$ cat src/sv/dva_pkg.sv
package dva_pkg;

   localparam int NUM_VOICES = 64;
   localparam int NUM_BANDS  = 24;

   localparam int VIDX_W  = $clog2(NUM_VOICES);
   localparam int BIDX_W  = $clog2(NUM_BANDS);
   localparam int LIVE_W  = $clog2(NUM_VOICES + 1);
   localparam int SPAWN_W = $clog2(NUM_BANDS + 1);

   localparam int OP_W        = 2;
   localparam int BAND_IN_W   = 5;
   localparam int AMP_W       = 20;
   localparam int STRIDE_W    = 6;
   localparam int TRAIL_W     = 16;
   localparam int VINDEX_W    = 6;
   localparam int BAND_W      = 6;
   localparam int PHASE_W     = 24;
   localparam int LIVE_OUT_W  = 7;
   localparam int SPAWN_OUT_W = 5;
   localparam int FLOOR_W     = 16;
   localparam int SEED_W      = 32;

   localparam int REQ_DATA_W = 56;
   localparam int RSP_DATA_W = 64;

   localparam int MUL_A_W = 32;
   localparam int MUL_B_W = 21;
   localparam int MUL_P_W = MUL_A_W + MUL_B_W;

   localparam logic [SEED_W-1:0]  LCG_MUL           = 32'd1664525;
   localparam logic [SEED_W-1:0]  LCG_ADD           = 32'd1013904223;
   localparam logic [SEED_W-1:0]  LCG_RESET         = 32'h2545F491;
   localparam logic [FLOOR_W-1:0] AMP_FLOOR_RESET   = 16'd7;
   localparam logic [FLOOR_W-1:0] SPAWN_FLOOR_RESET = 16'd66;

   typedef enum logic [OP_W-1:0] {
      OP_OFFER = 2'd0,
      OP_TICK  = 2'd1,
      OP_READ  = 2'd2
   } op_type;

   typedef enum logic {
      CSR_AMP_FLOOR   = 1'b0,
      CSR_SPAWN_FLOOR = 1'b1
   } csr_type;

   typedef struct packed {
      logic [PHASE_W-1:0] phase;
      logic [BAND_W-1:0]  band;
      logic [AMP_W-1:0]   amp;
   } slot_type;

   typedef struct packed {
      logic [MUL_A_W-1:0] a;
      logic [MUL_B_W-1:0] b;
   } mul_req_type;

endpackage

$ cat src/sv/dva_mul.sv
module dva_mul (
   input  logic                          clock,
   input  dva_pkg::mul_req_type          mul_req,
   output logic [dva_pkg::MUL_P_W-1:0]   mul_p_ff
);
   import dva_pkg::*;

   // shared registered multiplier: amplitude decay and lcg step
   always_ff @(posedge clock) begin
      mul_p_ff <= MUL_P_W'(mul_req.a) * MUL_P_W'(mul_req.b);
   end

endmodule

$ cat config.mk
export PLATFORM = sky130hd
export DESIGN_NAME = dva_mul
export DESIGN_NICKNAME = d
export VERILOG_FILES = /design/src/sv/dva_pkg.sv /design/src/sv/dva_mul.sv
export SDC_FILE = /design/constraint.sdc
export NUM_CORES = 2
export LEC_CHECK = 0
export BUFFER_PORTS_ARGS = -buffer_cell sky130_fd_sc_hd__buf_2
export CORE_ASPECT_RATIO = 0.5
export CORE_MARGIN = 2
export CORE_UTILIZATION = 59
export CTS_CLUSTER_DIAMETER = 30
export CTS_CLUSTER_SIZE = 30
export DETAILED_ROUTE_END_ITERATION = 8
export HOLD_SLACK_MARGIN = 0.1
export PLACE_DENSITY = 0.8
export SLEW_MARGIN = 20
export SYNTH_ARGS = -nofsm -noshare
export SYNTH_HDL_FRONTEND = slang
export SYNTH_SLANG_ARGS = --single-unit
export TNS_END_PERCENT = 100
$ cat constraint.sdc
create_clock -name clock -period 6.5 [get_ports clock]
set_input_delay 0.325 -clock clock [delete_from_list [all_inputs] [get_ports clock]]
set_output_delay 0.325 -clock clock [all_outputs]
set_load 0.02 [all_outputs]
; Yosys cells after proc, flatten, opt, wreduce, memory -nomap -nowiden
; Index checks and enable logic that the tools add are counted.
[word_totals]
out_inout_bits = 53
ff_bits = 53
word_cells = 2
in_bits = 54
[classes]
multipliers = 1
[ops]
columns = op, n
row1 = 32-bit by 21-bit multiplier with 53-bit output, 1

; Depth between registers and ports, before layout
[depth]
depth_word = 1
ltp_mapped = 26
depth_no_buf = 24

; Worst setup path after synthesis
; OpenSTA, ideal clock, no wires.
[synth_timing]
path_kind = input port to flip-flop
from = in mul_req[48] in the netlist's numbering
to = reg mul_p_ff[52] in the netlist's numbering
path_buffers = 2
setup_ps = 122
path_slack_ps = 197
t_required_ps = 6378
arrival_time_ps = 6181
stages = 22
path_cell_list = clkbuf_1 nand2_1 fa_1 inv_1 fa_1 inv_1 fa_1 inv_1 fa_1 fa_1 fa_1 inv_1 fa_1 inv_1 ha_1 clkbuf_1 nand4_1 nor4_1 inv_1 o31a_1 o2bb2ai_1 o32a_1
[synth_between]
elab_chain_cells = 1
[synth_rtl]
columns = element, line
row1 = "start, declared", dva_mul.sv:3  ; input dva_pkg::mul_req_type mul_req,
row2 = 32-bit by 21-bit multiplier with 53-bit output, dva_mul.sv:10  ; mul_p_ff <= MUL_P_W'(mul_req.a) * MUL_P_W'(mul_req.b);
row3 = "end signal, assigned", dva_mul.sv:10
row4 = "end, declared", dva_mul.sv:4  ; output logic [dva_pkg::MUL_P_W-1:0] mul_p_ff
; No other way between the ends.

; Worst setup path in the final report
[layout_timing]
from = in mul_req[15] in the netlist's numbering
to = reg mul_p_ff[52] in the netlist's numbering
; The elaborated chain is that of the path after synthesis.

==> run_results.csv <==
group,metric,value,unit
status,status,"finished clean",
worst_setup_path,cp.required,6.70,ns
sta,slew_violations,0,
global_route,grt_max_degree,25,
yosys,async_flop_share,0,%
floorplan,die_y,143.8,µm
yosys,syn_inst,2568,
yosys,avgSynthCellArea,8.983,µm²
floorplan,io_pins,107,
cts,cts_buffers,5,
layout,finalNonFillerCells,3285,
routing,ant_nets,0,
worst_setup_path,critPathArrivalTime,6.54,ns
floorplan,start_util,59.56,%
worst_setup_path,max_stage_delay,0.56,ns
yosys,syn-cell-area,23070,µm²
routing,wl_per_cell,16.56,µm
layout,regMostFlops,"mul_p_ff",
sta,tightest_slew,0.5261,ns
sta,fin_crit,6.348,ns
worst_hold_path,hp-class,"primary input to register",
floorplan,die_w,283.6,µm
routing,post-route-drc-count,0,
worst_hold_path,hp-start,"mul_req[0]",
layout,fillCellCount,3047,
worst_setup_path,cp-end-kind,"register",
cts,cts_tree,"built",
global_route,grt_use_met2,51.44,%
layout,ff_latch_area,1061,µm²
worst_setup_path,crit_chain,"buf_2 -> buf_4 -> nand2_1 -> fa_1 -> inv_1 -> fa_1 -> fa_1 -> fa_1 -> fa_1 -> fa_1 -> inv_1 -> fa_1 -> inv_1 -> ha_2 -> nand4_1 -> nor4_2 -> inv_1 -> o31a_1 -> o2bb2ai_1 -> o32a_1",
worst_setup_path,cp_common_cell,"fa_1",
yosys,synth-seq-cells,53,
cts,hold_buffers,0,
global_route,antenna_found_initial,4,
global_route,grt_usage,28.05,%
cts,clk_pin_slew,0.07,ns
routing,first_iter_violations,886,
placed_design,dpl.hpwl,47220,µm
sta,report.final.hold_viol_count,0,
global_route,grtUsageMet1,35.36,%
worst_hold_path,whs_path_depth,2,
cts,cts_max_level,2,
floorplan,num_rows,51,
layout,multi_input_area,19360,µm²
layout,nets,3535,
routing,num_vias,17410,
routing,wirelength,54400,µm
placed_design,placed_cells,3272,
yosys,ys_types,63,
sta,fmax,157.5,MHz
layout,largest_reg_flops,53,
worst_setup_path,crit_type,"primary input to register",
yosys,syn-num-nets,3352,
layout,postLayoutCellArea,25900,µm²
global_route,grt_pass1_wl,91770,µm
routing,vias_per_cell,5.301,
worst_setup_path,cp-start-kind,"primary input",
worst_hold_path,whs_endpoint,"mul_p_ff[0]",
layout,area_growth,12.28,%
flow_run,drv_cap,0,
placed_design,portBuffers,106,
yosys,synth_top_flop_cell,"dfxtp_1",
sta,post-route-period-util,97.66,%
layout,reg.largest.list,"mul_p_ff: 53 flops",
placed_design,placed_area,25350,µm²
placed_design,gp_congestion,0.9323,
worst_setup_path,cp_max_fo,16,
sta,finalSetupViolations,0,
cts,cts_max_path_buffers,2,
cts,root_buffer,"clkbuf_16",
worst_setup_path,cp_slowest_cell,"fa_1",
yosys,synth-warning-count,0,
sta,slew_headroom,64.56,%
floorplan,core_area,38730,µm²
sta,fin_hold_ws,0.5302,ns
yosys,ys_seq_area_share,4.599,%
floorplan,die_area,40790,µm²
layout,layout-drive-gt1-share,13.55,%
global_route,top_usage_layer,"met2",
yosys,synth_edf_count,0,
global_route,grt_pass1_vias,19160,
global_route,grt_overflow,0,
routing,drtPass1Iterations,5,
global_route,grt_use_met3,2.698,%
cts,cts_sinks,53,
area by class of cell:
class / instances / share of cell area (%)
Clock buffer: 6 / 0.4976
Antenna cell: 3 / 0.02898
Inverter: 628 / 9.101
Timing Repair Buffer: 316 / 8.830
Sequential cell: 53 / 4.096
Tap cell: 530 / 2.560
Multi-Input combinational cell: 1747 / 74.74
Clock inverter: 2 / 0.1498
worst max-delay path, delay by kind of cell:
family	cells	cell delay, ns
buffers and inverters	6	0.77
and+or+nand+nor	3	0.62
adders and majority gates	8	3.93
AOI/OAI and AO/OA	3	0.90
cells in the final DEF, fill, tap and decap left out, types with 11 or more instances in the layout:
cell type | netlist | final
buf_2 | 4 | 83
buf_4 | 0 | 200
buf_6 | 1 | 14
o21ai_0 | 26 | 25
clkbuf_4 | 0 | 13
dfxtp_1 | 53 | 53
ha_1 | 163 | 155
nand3_1 | 12 | 11
a21o_1 | 32 | 31
xor2_1 | 20 | 20
nor2_1 | 31 | 30
xnor2_1 | 27 | 27
and2_1 | 381 | 381
nand2_1 | 325 | 324
a21oi_1 | 45 | 43
inv_1 | 628 | 628
fa_1 | 567 | 564
repair_timing:
| action | in CTS | in global routing |
|---|---|---|
| setup endpoints to repair | 13 | 24 |
| gates resized for setup | 6 | 82 |
| pin swaps | 0 | 17 |
| gates cloned | 0 | 0 |
| endpoints found under the hold margin | 0 | 0 |
| buffers inserted | 0 | 2 |
logic make-up (layout without fill, tap and decap cells):
kind of cell    count (synthesis)  after routing  synth area share [%]
buf+inv                       768            952                 12.55
xor+xnor                       47             47                 1.784
fa+ha+maj                     730            730                 58.05
simple gates                  794            794                 17.78
compound gates                176            176                 5.234
flops                          53             53                 4.599
other cells                     0              3                     0
worst max-delay path by stage:
stage                      from      endpoint  slack [ns]  depth (start not counted)
CTS                 mul_req[10]  mul_p_ff[48]       0.004                         23
global route        mul_req[27]  mul_p_ff[45]       -0.04                         25
global placement     mul_req[6]  mul_p_ff[49]       -0.35                         24
floorplan           mul_req[48]  mul_p_ff[52]        0.20                         22
detailed placement   mul_req[4]  mul_p_ff[47]       -0.48                         25
finish              mul_req[15]  mul_p_ff[52]        0.15                         20
cells in the mapped netlist (all sizes together) (9+ instances only):
cell type,number,share of area [%]
xnor2,27,1.0
nand3,13,0.30
xor2,20,0.76
ha,163,8.8
o21ai,29,0.65
nand2,325,5.3
fa,567,49
dfxtp,53,4.6
a21oi,48,1.1
a21o,33,1.1
nor2,31,0.50
inv,628,10
clkbuf,135,2.2
and2,381,10
nor3,9,0.20
metrics by stage:
stage | setup WS, ns | TNS [ns] | util [%]
final | 0.1522 | 0 | 66.87
after global routing | -0.03759 | -0.07089 | 66.87
after CTS | 0.003840 | 0 | 65.92
after detailed placement | -0.4825 | -7.126 | 65.44
after global placement | -0.3538 | -4.580 | 65.44
after floorplan | 0.1968 | 0 | -
per-layer routing:
layer / vias to the layer above / share of wire, %
li1: 7805 / -
met1: 9035 / 40
met2: 457 / 53
met3: 115 / 4.2
met4: 2 / 3.3
met5: - / 0.024
Power is not shown: default switching activity piles up to over one toggle a cycle in this logic, so the estimate is an artifact.
